## src/rtl/tce_pkg.sv

```systemverilog
// ----------------------------------------------------------------------------
// tce_pkg: shared constants for the triangle circumcenter block
// Multiplier limb width and multiplier pipeline depth.
// ----------------------------------------------------------------------------
`default_nettype none

package tce_pkg;

    // width of one unsigned partial-product limb
    localparam int LIMB_BITS = 32;

    // register stages inside one multiplier, input to product
    localparam int MUL_LAT = 4;

endpackage

`default_nettype wire

```

## src/rtl/tce_mul.sv

```systemverilog
// ----------------------------------------------------------------------------
// tce_mul: pipelined signed multiplier
// Sign-magnitude multiply split into 32x32 limb products, four stages:
// magnitude, limb products, partial sum, sign.
// ----------------------------------------------------------------------------
`default_nettype none

module tce_mul #(
    parameter int AW = 8,
    parameter int BW = 8
) (
    input  logic                    aclk,
    input  logic                    en,
    input  logic signed [AW-1:0]    a,
    input  logic signed [BW-1:0]    b,
    output logic signed [AW+BW-1:0] p
);

    localparam int LW  = tce_pkg::LIMB_BITS;
    localparam int NA  = (AW + LW - 1) / LW;
    localparam int NB  = (BW + LW - 1) / LW;
    localparam int PW  = AW + BW;
    localparam int ACW = (NA + NB) * LW;

    logic [AW-1:0]      a_mag;
    logic [BW-1:0]      b_mag;
    logic [NA*LW-1:0]   ma_reg;
    logic [NB*LW-1:0]   mb_reg;
    logic               sg_a_reg;
    logic               sg_b_reg;
    logic               sg_c_reg;
    logic [2*LW-1:0]    pp_reg [NA][NB];
    logic [ACW-1:0]     acc;
    logic [PW-1:0]      sum_reg;
    logic signed [PW-1:0] p_reg;

    // take magnitudes of both operands
    always_comb begin
        a_mag = a[AW-1] ? (~$unsigned(a) + AW'(1)) : $unsigned(a);
        b_mag = b[BW-1] ? (~$unsigned(b) + BW'(1)) : $unsigned(b);
    end

    // add up the shifted limb products
    always_comb begin
        acc = '0;
        for (int i = 0; i < NA; i++) begin
            for (int j = 0; j < NB; j++) begin
                acc = acc + (ACW'(pp_reg[i][j]) << ((i + j) * LW));
            end
        end
    end

    // advance all stages together
    always_ff @(posedge aclk) begin
        if (en) begin
            ma_reg   <= (NA*LW)'(a_mag);
            mb_reg   <= (NB*LW)'(b_mag);
            sg_a_reg <= a[AW-1] ^ b[BW-1];
            for (int i = 0; i < NA; i++) begin
                for (int j = 0; j < NB; j++) begin
                    pp_reg[i][j] <= ma_reg[i*LW +: LW] * mb_reg[j*LW +: LW];
                end
            end
            sg_b_reg <= sg_a_reg;
            sum_reg  <= acc[PW-1:0];
            sg_c_reg <= sg_b_reg;
            p_reg    <= $signed(sg_c_reg ? (~sum_reg + PW'(1)) : sum_reg);
        end
    end

    assign p = p_reg;

endmodule

`default_nettype wire

```

## config.mk

```make
export PLATFORM = sky130hd
export DESIGN_NAME = tce_mul
export DESIGN_NICKNAME = d
export VERILOG_FILES = /design/src/rtl/tce_pkg.sv /design/src/rtl/tce_mul.sv
export SDC_FILE = /design/constraint.sdc
export NUM_CORES = 1
export LEC_CHECK = 0
export BUFFER_PORTS_ARGS = -buffer_cell sky130_fd_sc_hd__buf_2
export CORE_UTILIZATION = 61
export DETAILED_ROUTE_END_ITERATION = 10
export GPL_ROUTABILITY_DRIVEN = 0
export PLACE_DENSITY = 0.86
export SYNTH_ARGS = -nofsm -noshare
export SYNTH_HDL_FRONTEND = slang
export SYNTH_SLANG_ARGS = --single-unit
```

## constraint.sdc

```tcl
create_clock -name aclk -period 5.32 [get_ports aclk]
set_clock_uncertainty 0.05 [all_clocks]
set_input_delay 0.532 -clock aclk [delete_from_list [all_inputs] [get_ports aclk]]
set_output_delay 0.532 -clock aclk [all_outputs]
set_load 0.1 [all_outputs]
```

Word level (Yosys, flattened, before mapping)
Memory sizes are Yosys's and may differ from the RTL's. A register that Yosys moved wholly into a read port is not among the register bits.
Cells that the tools add are included.
W data, S select, Z words.
- register bits: 35
- memory bits (writable): 16
- input bits: 18
- logic and storage cells: 22
- memories kept: 1
- add/subtract/negate cells: 3
- multipliers: 1
- muxes and demuxes: 5
- bitwise gates (word level): 4
- memory list (memory ; words ; width ; rd ports ; clocked after memory_dff ; write ports ; line ; RTL):
    pp_reg ; 1 ; 16 ; 1 ; 1 ; 1 ; tce_mul.sv:32 ; logic [2*LW-1:0] pp_reg [NA][NB];
- operators with widths (operator ; number):
    $add A16 B1 Y16 const B ; 1
    $add A8 B1 Y8 const B ; 2
    $mul A8 B8 Y16 ; 1
    $mux W16 ; 1
    $not A16 Y16 ; 1
    $not A8 Y8 ; 2
    $mux W7 ; 2
    $mux W1 ; 2
    $xor A1 B1 Y1 ; 1

Depth between registers and ports, before layout
Gate-level depths: netlist of run 1.
- word-level depth: 3
- depth in mapped cells: 15

Worst setup path after synthesis of run 1
Ideal clock, no wire load.
- path kind: register to register
- start point: register mb_reg[7]
- end point: memory pp_reg[0][12] in the netlist's numbering, data pin
- library setup time: 162 ps
- arrival time: 4045 ps
- slack: 1063 ps
- stages on the path, launching flop included: 13
- buffers on the path: 0
- clock period less this slack: 4257 ps
- path through: edfxtp_1 -> and2_1 -> fa_1 -> fa_1 -> fa_1 -> inv_1 -> fa_1 -> inv_1 -> ha_1 -> a21o_1 -> and2_1 -> or4_1 -> o2111ai_1
- longest elaborated chain between the ends: 1
- RTL lines (element ; line ; RTL):
    from (decl) ; tce_mul.sv:28 ; logic [NB*LW-1:0] mb_reg;
    from (signal assigned) ; tce_mul.sv:57 ; mb_reg <= (NB*LW)'(b_mag);
    $mul A8 B8 Y16 ; tce_mul.sv:61 ; pp_reg[i][j] <= ma_reg[i*LW +: LW] * mb_reg[j*LW +: LW];
    to (decl) ; tce_mul.sv:32 ;
No other way between the ends.

Final worst setup path of run 1
- start point: register mb_reg[4]
- end point: memory pp_reg[0][13] in the netlist's numbering, data pin
The elaborated chain is that of the path after synthesis.

==> impl_results.rst, run 1 <==
.. list-table::
   :header-rows: 1

   * - Metric
     - Value
   * - Result of the run
     - complete, no violations
   * - Worst hold path type
     - in -> reg
   * - Largest delay share family, worst path
     - adder cells
   * - Ant diodes
     - 0
   * - Sum of overflow across all layers after global routing
     - 0
   * - Cts repair resizes
     - 0
   * - Starting utilization of the core area
     - 0.647
   * - Share of async-settable or async-resettable flops after synthesis
     - 0
   * - Setup Total Neg Slack
     - 0 ps
   * - Area growth from synthesis to layout
     - 11.4%
   * - DRC errors left
     - 0
   * - # H-tree levels
     - 3
   * - Setup repair after global routing missed its margin
     - no
   * - Number of synthesized flops with an enable pin
     - 67
   * - Max-slew headroom
     - 0.468
   * - Ordered cell list for the critical path
     - and2_1, fa_1, inv_1, fa_1, inv_1, fa_1, inv_1, fa_1, inv_1, ha_1, o21a_1, o31a_1, o311ai_0, nand4b_1, o311ai_0
   * - Via-per-instance ratio
     - 5.63
   * - Sequential cell area fraction in the yosys report
     - 0.420
   * - Sequential share of power
     - 0.296
   * - Maximum number of pins on one net before global-route repair
     - 68
   * - Setup-violating endpoint count in the final report
     - 0
   * - Final worst slack
     - 705 ps
   * - Final critical delay including setup and external delays
     - 4620 ps
   * - Wire length per cell after detailed routing
     - between 10 and 15 µm
   * - Final antenna-violating net count
     - 0
   * - Port Buffer Count
     - 33
   * - Area of the mapped netlist
     - 0.00479 mm²
   * - Post-Synthesis Cells
     - just over 400
   * - Highest net fanout along the worst path
     - 8
   * - Wirelength, routed
     - 8220 µm
   * - First-pass iteration count of the detailed router
     - 6
   * - Largest area contributor in the synthesized netlist
     - sky130_fd_sc_hd__edfxtp_1
   * - Clock tree from TritonCTS
     - yes
   * - Hold Violations, Final
     - 0
   * - Leading post-synthesis cells by instance count
     - sky130_fd_sc_hd__edfxtp_1 (67), sky130_fd_sc_hd__inv_1 (57), sky130_fd_sc_hd__and2_1 (49), sky130_fd_sc_hd__ha_1 (39), sky130_fd_sc_hd__fa_1 (36)
   * - Top-area cell type share of the netlist area
     - 0.420
   * - Total count of max-transition violations in the final report
     - 0
   * - Post-synthesis sequential element count
     - 67
   * - Global-route wire length before repair
     - 14,300 µm
   * - Number of global-route vias before repair
     - 3,232
   * - Placement-stage worst setup slack
     - between 700 and 800 ps
   * - Die X-Extent
     - 90.6 µm
   * - Static leakage
     - 2.33 nW
   * - Maximum clock frequency
     - 0.217 GHz
   * - Net switching power
     - 1.19 mW
   * - Max-capacitance violation count
     - 0
   * - Global router's overall resource usage
     - 0.222
   * - Area of the die
     - 0.00822 mm²
   * - Average cell area after synthesis
     - 11.6 µm²
   * - Clock latency reported for the late side of the worst-skew pair
     - 350 ps
   * - Launch instance of the worst min-delay path
     - b[0]
   * - Transition time at the pin with the least slew margin
     - between 700 and 800 ps
   * - Internal power contribution
     - 1.74 mW
   * - Number of nets in the layout
     - between 500 and 600
   * - Proportion of total power due to net switching
     - 0.405
   * - Number of distinct library cells after synthesis
     - 45
   * - Worst-path clk slew
     - around 80 ps
   * - Final clock period utilization by the worst path
     - 0.868
   * - Height of the die
     - 90.6 µm
   * - Maximum clock path buffer count
     - 2
   * - Number of antenna violations at the first check in global routing
     - 0
   * - Fraction of layout instances using a drive strength above 1
     - 0.122
   * - Proportion of power drawn by the clock network
     - 0.196
   * - Num Clock Sinks
     - 67
   * - Number of buffer and inverter stages on the critical path
     - 4
   * - Worst setup path startpoint
     - mb_reg[4]
   * - Type of element launching the critical path
     - register
   * - Initial drt markers
     - between 100 and 150
   * - Half-perimeter wire length of the detailed placement result
     - slightly above 6000 µm
   * - Cell with the most instances after synthesis
     - sky130_fd_sc_hd__edfxtp_1
   * - Critical-path cell with the highest stage delay
     - sky130_fd_sc_hd__fa_1
   * - Ports
     - 34
   * - Worst R2R Start
     - mb_reg[4]
   * - Combinational fraction of design power
     - 0.507
   * - Setup Crit Path Kind
     - reg -> reg
   * - Number of setup buffers added after CTS
     - 0
   * - Element type at the critical path end
     - register
   * - Via Count
     - 3,144
   * - Tot Pwr
     - 2.93 mW
   * - Total core area
     - 0.00741 mm²
   * - Warnings, synthesis
     - 0
   * - Number of buffers created by CTS
     - 9
   * - Slowest Stage Delay on Critical Path
     - 550 ps
   * - Areal power density over the cells
     - ~550 mW/mm²
   * - Main flop type after synthesis
     - sky130_fd_sc_hd__edfxtp_1
   * - Synthesized Nets
     - 507
   * - WP data required
     - around 5400 ps
   * - Top cells by area in the synthesized netlist
     - sky130_fd_sc_hd__edfxtp_1 (42%), sky130_fd_sc_hd__fa_1 (15%), sky130_fd_sc_hd__ha_1 (10%), sky130_fd_sc_hd__and2_1 (6.4%), sky130_fd_sc_hd__inv_1 (4.5%)
   * - Maximum VDD drop
     - around 0.22 mV
   * - Hold buffer count at cts
     - 0
   * - Number of cell rows
     - 31
   * - Root buffer selected by CTS
     - sky130_fd_sc_hd__clkbuf_8
   * - Worst path arrival time
     - 4700 ps
## power by group through the flow
stage          registers, mW  logic, mW  clock network (mW)
6_report               0.868       1.49               0.575
4_1_cts                0.869       1.48               0.581
5_1_grt                0.882       1.68               0.600
3_3_place_gp           0.867       1.38                   0
2_1_floorplan           1.02       1.02                   0
3_5_place_dp           0.879       1.46                   0
## cell families (layout without fill, tap and decap cells)
family          count (synthesis)  count (layout)  share of synthesized area
xor+xnor                       30              30                     0.0548
compound gates                 55              55                     0.0814
mux                             1               1                    0.00209
flops                          67              67                      0.420
fa+ha+maj                      75              75                      0.252
simple gates                  124             124                      0.141
buf+inv                        62             107                     0.0486
## final timing paths
kind	cells after the start	to	slack, ps
worst max-delay path	15	pp_reg[0][13]	700
worst min-delay path	1	mb_reg[0]	340
worst max register to register	15	pp_reg[0][13]	700
worst min register to register	0	sum_reg[15]	370
## layer usage
| layer | GRT usage | share of wire | vias up |
|---|---|---|---|
| met5 | 0 | 0 | - |
| met4 | 0.0887 | 0.019 | 0 |
| met2 | 0.403 | 0.53 | 112 |
| met3 | 0.0463 | 0.048 | 17 |
| met1 | 0.255 | 0.40 | 1527 |
| li1 | - | - | 1488 |
## per-stage QoR
stage	cell area, µm²	instances	hold slack (ps)	util
2_1_floorplan	4790	414	350	-
3_3_place_gp	5070	542	352	0.685
3_5_place_dp	5070	542	355	0.685
4_1_cts	5340	558	325	0.721
5_1_grt	5340	558	322	0.721
6_report	5340	558	338	0.721
## layout by cell type, fill, tap and decap left out, drive strengths merged, types with 5 or more instances in the layout
cell | Yosys | routed
and2 | 49 | 49
buf | 0 | 34
ha | 39 | 39
a21oi | 10 | 10
xnor2 | 24 | 24
o31ai | 6 | 6
clkbuf | 5 | 9
nand2b | 6 | 6
xor2 | 6 | 6
inv | 57 | 59
a21o | 5 | 5
nor3 | 7 | 7
o21ai | 13 | 13
fa | 36 | 36
nand2 | 32 | 32
edfxtp | 67 | 67
nor2 | 11 | 11
## layout make-up
cell class              instances  area, µm²
clock inverters                 7        146
inverters                      57        214
repair buffers                 34        173
fillers                       527       2070
flip-flops and latches         67       2010
well taps                      99        124
multi-input cells             285       2550
clock buffers                   9        124
No activity file was read; power rests on OpenSTA's default activity.
==> inputs of run 2 (changes only) <==
==> constraint.sdc (replaced) <==
create_clock -name aclk -period 5.32 [get_ports aclk]
set_clock_uncertainty 0.05 [all_clocks]
set_input_delay 1.33 -clock aclk [delete_from_list [all_inputs] [get_ports aclk]]
set_output_delay 1.33 -clock aclk [all_outputs]
set_load 0.1 [all_outputs]
==> run 2 against run 1 <==
Sequential cell count did not move. Setup slack got worse by 38 ps. Hold slack improved by 28 ps. Highest routed layer unchanged. Final cell count did not move. Largest power group unchanged. Clock-buffer cell count did not move. Power fell by 3.7%.
==> impl_results.rst, run 2 (synthesized netlist as in run 1, its figures left out) <==
.. list-table::
   :header-rows: 1

   * - Metric
     - Value
   * - Type of element launching the critical path
     - register
   * - Maximum VDD drop
     - 0.267 mV
   * - Maximum number of pins on one net before global-route repair
     - 45
   * - Setup Total Neg Slack
     - 0 ps
   * - Setup repair after global routing missed its margin
     - no
   * - Initial drt markers
     - 194
   * - Final clock period utilization by the worst path
     - 0.875
   * - Number of setup buffers added after CTS
     - 0
   * - Via Count
     - roughly 3,100
   * - Areal power density over the cells
     - 533 mW/mm²
   * - Final critical delay including setup and external delays
     - 4650 ps
   * - Global-route wire length before repair
     - 14,200 µm
   * - Total core area
     - 0.00741 mm²
   * - Setup-violating endpoint count in the final report
     - 0
   * - Filler instances
     - 529
   * - Number of nets in the layout
     - 547
   * - Result of the run
     - complete, no violations
   * - Final antenna-violating net count
     - 0
   * - Wirelength, routed
     - approximately 8100 µm
   * - Final worst slack
     - 667 ps
   * - Die X-Extent
     - 90.6 µm
   * - Ports
     - 34
   * - Highest net fanout along the worst path
     - 8
   * - # H-tree levels
     - 3
   * - Element type at the critical path end
     - register
   * - Static leakage
     - ~2.3 nW
   * - Starting utilization of the core area
     - 0.647
   * - WP data required
     - 5400 ps
   * - Max-slew headroom
     - 0.639
   * - Worst path arrival time
     - around 4700 ps
   * - Cts repair resizes
     - 0
   * - Max-capacitance violation count
     - 0
   * - Area growth from synthesis to layout
     - 10.5%
   * - Placement-stage worst setup slack
     - 738 ps
   * - Maximum clock path buffer count
     - 2
   * - Via-per-instance ratio
     - 5.52
   * - Worst hold path type
     - reg -> reg
   * - Half-perimeter wire length of the detailed placement result
     - between 6000 and 7000 µm
   * - Total count of max-transition violations in the final report
     - 0
   * - Transition time at the pin with the least slew margin
     - 541 ps
   * - Hold buffer count at cts
     - 0
   * - Setup Crit Path Kind
     - reg -> reg
   * - Sum of overflow across all layers after global routing
     - 0
   * - Wire length per cell after detailed routing
     - 14.6 µm
   * - Most frequent standard cell in the layout excluding fill and tap cells
     - sky130_fd_sc_hd__edfxtp_1
   * - Global router's overall resource usage
     - 0.225
   * - Maximum clock frequency
     - 0.215 GHz
   * - Number of cell rows
     - 31
   * - Height of the die
     - 90.6 µm
   * - Number of buffers created by CTS
     - 9
   * - Clock latency reported for the late side of the worst-skew pair
     - 360 ps
   * - Number of antenna violations at the first check in global routing
     - 0
   * - Num Clock Sinks
     - 67
   * - Fraction of layout instances using a drive strength above 1
     - 0.122
   * - Most frequent cells in the layout
     - sky130_fd_sc_hd__edfxtp_1 (67), sky130_fd_sc_hd__inv_1 (57), sky130_fd_sc_hd__and2_1 (49)
   * - Port Buffer Count
     - 33
   * - Ant diodes
     - 0
   * - Worst-path clk slew
     - 80 ps
   * - Number of global-route vias before repair
     - 3,212
   * - Area of the die
     - 0.00822 mm²
   * - Clock tree from TritonCTS
     - yes
   * - DRC errors left
     - 0
   * - Root buffer selected by CTS
     - sky130_fd_sc_hd__clkbuf_8
   * - First-pass iteration count of the detailed router
     - 4
   * - Hold Violations, Final
     - 0
run 2: worst paths after layout:
path                     start             to  slack [ps]  cells after the start
setup / recovery     mb_reg[4]  pp_reg[0][13]         670                     13
hold / removal    pp_reg[0][1]     sum_reg[1]         370                      0
setup reg to reg     mb_reg[4]  pp_reg[0][13]         670                     13
hold reg to reg   pp_reg[0][1]     sum_reg[1]         370                      0
run 2: metal layers:
| metal | wire length (µm) | up-vias | track usage |
|---|---|---|---|
| met1 | 3230 | 1482 | 0.254 |
| met4 | 181 | 0 | 0.0806 |
| met5 | 0 | - | 0 |
| met3 | 362 | 17 | 0.0598 |
| li1 | - | 1486 | - |
| met2 | 4360 | 94 | 0.406 |
run 2: area by class of cell:
| type | count | area [µm²] | area share |
|---|---|---|---|
| Sequential cell | 67 | 2010 | 0.380 |
| Inverter | 57 | 214 | 0.0404 |
| Tap cell | 99 | 124 | 0.0234 |
| Timing Repair Buffer | 34 | 173 | 0.0326 |
| Clock buffer | 9 | 124 | 0.0234 |
| Multi-Input combinational cell | 285 | 2550 | 0.481 |
| Clock inverter | 7 | 100 | 0.0189 |
run 2: per-stage QoR:
step	total power, mW	utilization	instance area [µm²]	hold WS (ps)	instances
floorplan	2.04	-	4790	350	414
global placement	2.25	0.685	5070	352	542
detailed placement	2.33	0.685	5070	355	542
CTS	2.83	0.715	5300	366	558
global route	3.07	0.715	5300	370	558
finish	2.82	0.715	5300	366	558
run 2: report_power, final:
group / leakage, nW / switching, mW / internal [mW]
combinational: 1.54 / 0.893 / 0.583
clock: 0.114 / 0.211 / 0.268
sequential: 0.658 / 0.0764 / 0.791
run 2: critical path, cell delays in order (launching register included):
cell                       delay [ps]
sky130_fd_sc_hd__edfxtp_1         510
sky130_fd_sc_hd__and2_1           250
sky130_fd_sc_hd__fa_1             470
sky130_fd_sc_hd__fa_1             550
sky130_fd_sc_hd__inv_1             50
sky130_fd_sc_hd__fa_1             460
sky130_fd_sc_hd__fa_1             550
sky130_fd_sc_hd__inv_1             40
sky130_fd_sc_hd__ha_1             350
sky130_fd_sc_hd__o21a_1           210
sky130_fd_sc_hd__o31a_1           170
sky130_fd_sc_hd__o311ai_0         440
sky130_fd_sc_hd__nand4b_1         160
sky130_fd_sc_hd__o311ai_0         150
==> inputs of run 3 (changes only) <==
Settings changed: CORE_ASPECT_RATIO set to 0.9.
==> run 3 against run 2 <==
Critical path type unchanged. Power is 0.76% higher. Critical endpoint is now pp_reg[0][12]. Register-to-register slack better by 110 ps. Via count hardly changed. Fmax is 2.3% higher. Combinational power hardly changed. Setup slack better by 110 ps.
==> impl_results.rst, run 3 (synthesized netlist as in run 1, its figures left out) <==
.. list-table::
   :header-rows: 1

   * - Metric
     - Value
   * - Result of the run
     - complete, no violations
   * - Static leakage
     - between 2 and 2.5 nW
   * - Area growth from synthesis to layout
     - 10.7%
   * - Hold Violations, Final
     - 0
   * - Initial drt markers
     - 80
   * - Proportion of power drawn by the clock network
     - 0.181
   * - Setup Total Neg Slack
     - 0 ps
   * - Number of global-route vias before repair
     - roughly 3,200
   * - Most frequent cells in the layout
     - sky130_fd_sc_hd__edfxtp_1 (67), sky130_fd_sc_hd__inv_1 (57), sky130_fd_sc_hd__and2_1 (49)
   * - Number of buffers created by CTS
     - 9
   * - Transition time at the pin with the least slew margin
     - 585 ps
   * - Maximum VDD drop
     - 0.251 mV
   * - Fraction of layout instances using a drive strength above 1
     - 0.120
   * - Setup repair after global routing missed its margin
     - no
   * - Tot Pwr
     - around 2.8 mW
   * - Clock latency reported for the late side of the worst-skew pair
     - 340 ps
   * - Worst path arrival time
     - 4680 ps
   * - Clock tree from TritonCTS
     - yes
   * - Die X-Extent
     - 95.4 µm
   * - Critical-path cell with the highest stage delay
     - sky130_fd_sc_hd__fa_1
   * - Wire length per cell after detailed routing
     - between 10 and 15 µm
   * - Ports
     - 34
   * - Most frequent standard cell in the layout excluding fill and tap cells
     - sky130_fd_sc_hd__edfxtp_1
   * - Number of cell rows
     - 30
   * - Area of the die
     - 0.00822 mm²
   * - Total core area
     - 0.00758 mm²
   * - Number of nets in the layout
     - between 500 and 600
   * - Areal power density over the cells
     - around 540 mW/mm²
   * - Setup-violating endpoint count in the final report
     - 0
   * - Ordered cell list for the critical path
     - and2_1, fa_1, fa_1, inv_1, fa_1, fa_1, inv_1, ha_1, a21o_1, a21oi_1, a21oi_1, or4_1, o2111ai_1
   * - Sequential share of power
     - 0.305
   * - Number of buffer and inverter stages on the critical path
     - 2
   * - Type of element launching the critical path
     - register
   * - Final antenna-violating net count
     - 0
   * - Worst hold path type
     - reg -> reg
   * - Wirelength, routed
     - around 8000 µm
   * - Max-slew headroom
     - 0.610
   * - Num Clock Sinks
     - between 60 and 70
   * - # H-tree levels
     - 3
   * - Ant diodes
     - 0
   * - Via-per-instance ratio
     - 5.55
   * - Number of antenna violations at the first check in global routing
     - 0
   * - Proportion of total power due to net switching
     - 0.406
   * - Filler instances
     - 527
   * - Maximum clock path buffer count
     - 2
   * - Height of the die
     - 86.1 µm
   * - Half-perimeter wire length of the detailed placement result
     - 6230 µm
   * - Most Frequent Cell on Critical Path
     - sky130_fd_sc_hd__fa_1
   * - Global-route wire length before repair
     - around 14,000 µm
   * - DRC errors left
     - 0
   * - Number of setup buffers added after CTS
     - 0
   * - Placed instance count
     - 539
   * - Setup Crit Path Kind
     - reg -> reg
   * - WP data required
     - 5450 ps
   * - Port Buffer Count
     - 33
   * - Sum of overflow across all layers after global routing
     - 0
   * - Non-filler instance count after layout
     - 555
   * - Hold buffer count at cts
     - 0
   * - Final critical delay including setup and external delays
     - 4550 ps
   * - Via Count
     - 3,078
   * - Worst-path clk slew
     - 80 ps
   * - Cts repair resizes
     - 0
   * - Internal power contribution
     - 1.69 mW
   * - Final clock period utilization by the worst path
     - 0.855
   * - Maximum number of pins on one net before global-route repair
     - 42
   * - Maximum clock frequency
     - 0.220 GHz
   * - Root buffer selected by CTS
     - sky130_fd_sc_hd__clkbuf_8
   * - Slowest Stage Delay on Critical Path
     - around 550 ps
   * - Highest net fanout along the worst path
     - 8
   * - Element type at the critical path end
     - register
   * - Combinational fraction of design power
     - 0.514
   * - Largest delay share family, worst path
     - adder cells
   * - Max-capacitance violation count
     - 0
   * - Net switching power
     - 1.15 mW
   * - Total count of max-transition violations in the final report
     - 0
   * - Global router's overall resource usage
     - 0.226
   * - Starting utilization of the core area
     - 0.632
   * - First-pass iteration count of the detailed router
     - 5
## run 3: area by class of cell
cell class                      count  area [µm²]  share of cell area
Multi-Input combinational cell    285        2550               0.480
Sequential cell                    67        2010               0.379
Inverter                           57         214              0.0403
Timing Repair Buffer               34         173              0.0325
Clock buffer                       10         128              0.0240
Tap cell                           96         120              0.0226
Clock inverter                      6         113              0.0212
## run 3: worst reg2reg max path: cells and delay by family (launching register included)
kind | cells | cell delay, ps
AO/OA/AOI/OAI | 4 | 670
buffers and inverters | 2 | 100
AND/OR/NAND/NOR | 2 | 720
flip-flops | 1 | 490
adder cells (fa/ha/maj) | 5 | 2380
## run 3: power groups by stage
stage	Combinational (mW)	Clock, mW	Sequential, mW
floorplan	1.02	0	1.02
global placement	1.38	0	0.866
detailed placement	1.44	0	0.879
CTS	1.46	0.527	0.867
global route	1.65	0.547	0.882
finish	1.46	0.515	0.868
## run 3: final timing paths
kind / from / to / slack [ps] / cells after the start
worst min register to register: pp_reg[0][7] / sum_reg[7] / 370 / 0
worst max-delay path: mb_reg[4] / pp_reg[0][12] / 770 / 13
worst min-delay path: pp_reg[0][7] / sum_reg[7] / 370 / 0
worst max register to register: mb_reg[4] / pp_reg[0][12] / 770 / 13
## run 3: stage by stage
step / hold slack (ps) / utilization / setup slack, ps / area [µm²]
after floorplan: 350 / - / 1060 / 4790
after global placement: 352 / 0.668 / 908 / 5070
after detailed placement: 355 / 0.668 / 819 / 5070
after CTS: 364 / 0.700 / 797 / 5310
after global routing: 354 / 0.700 / 558 / 5310
final: 366 / 0.700 / 773 / 5310
## run 3: per-layer routing
layer  up-vias  GRT usage  wire length (µm)
met3        22     0.0505               335
met4         0     0.0977               212
met5         -          0                 0
met2        91      0.408              4310
met1      1477      0.254              3230
li1       1488          -                 -
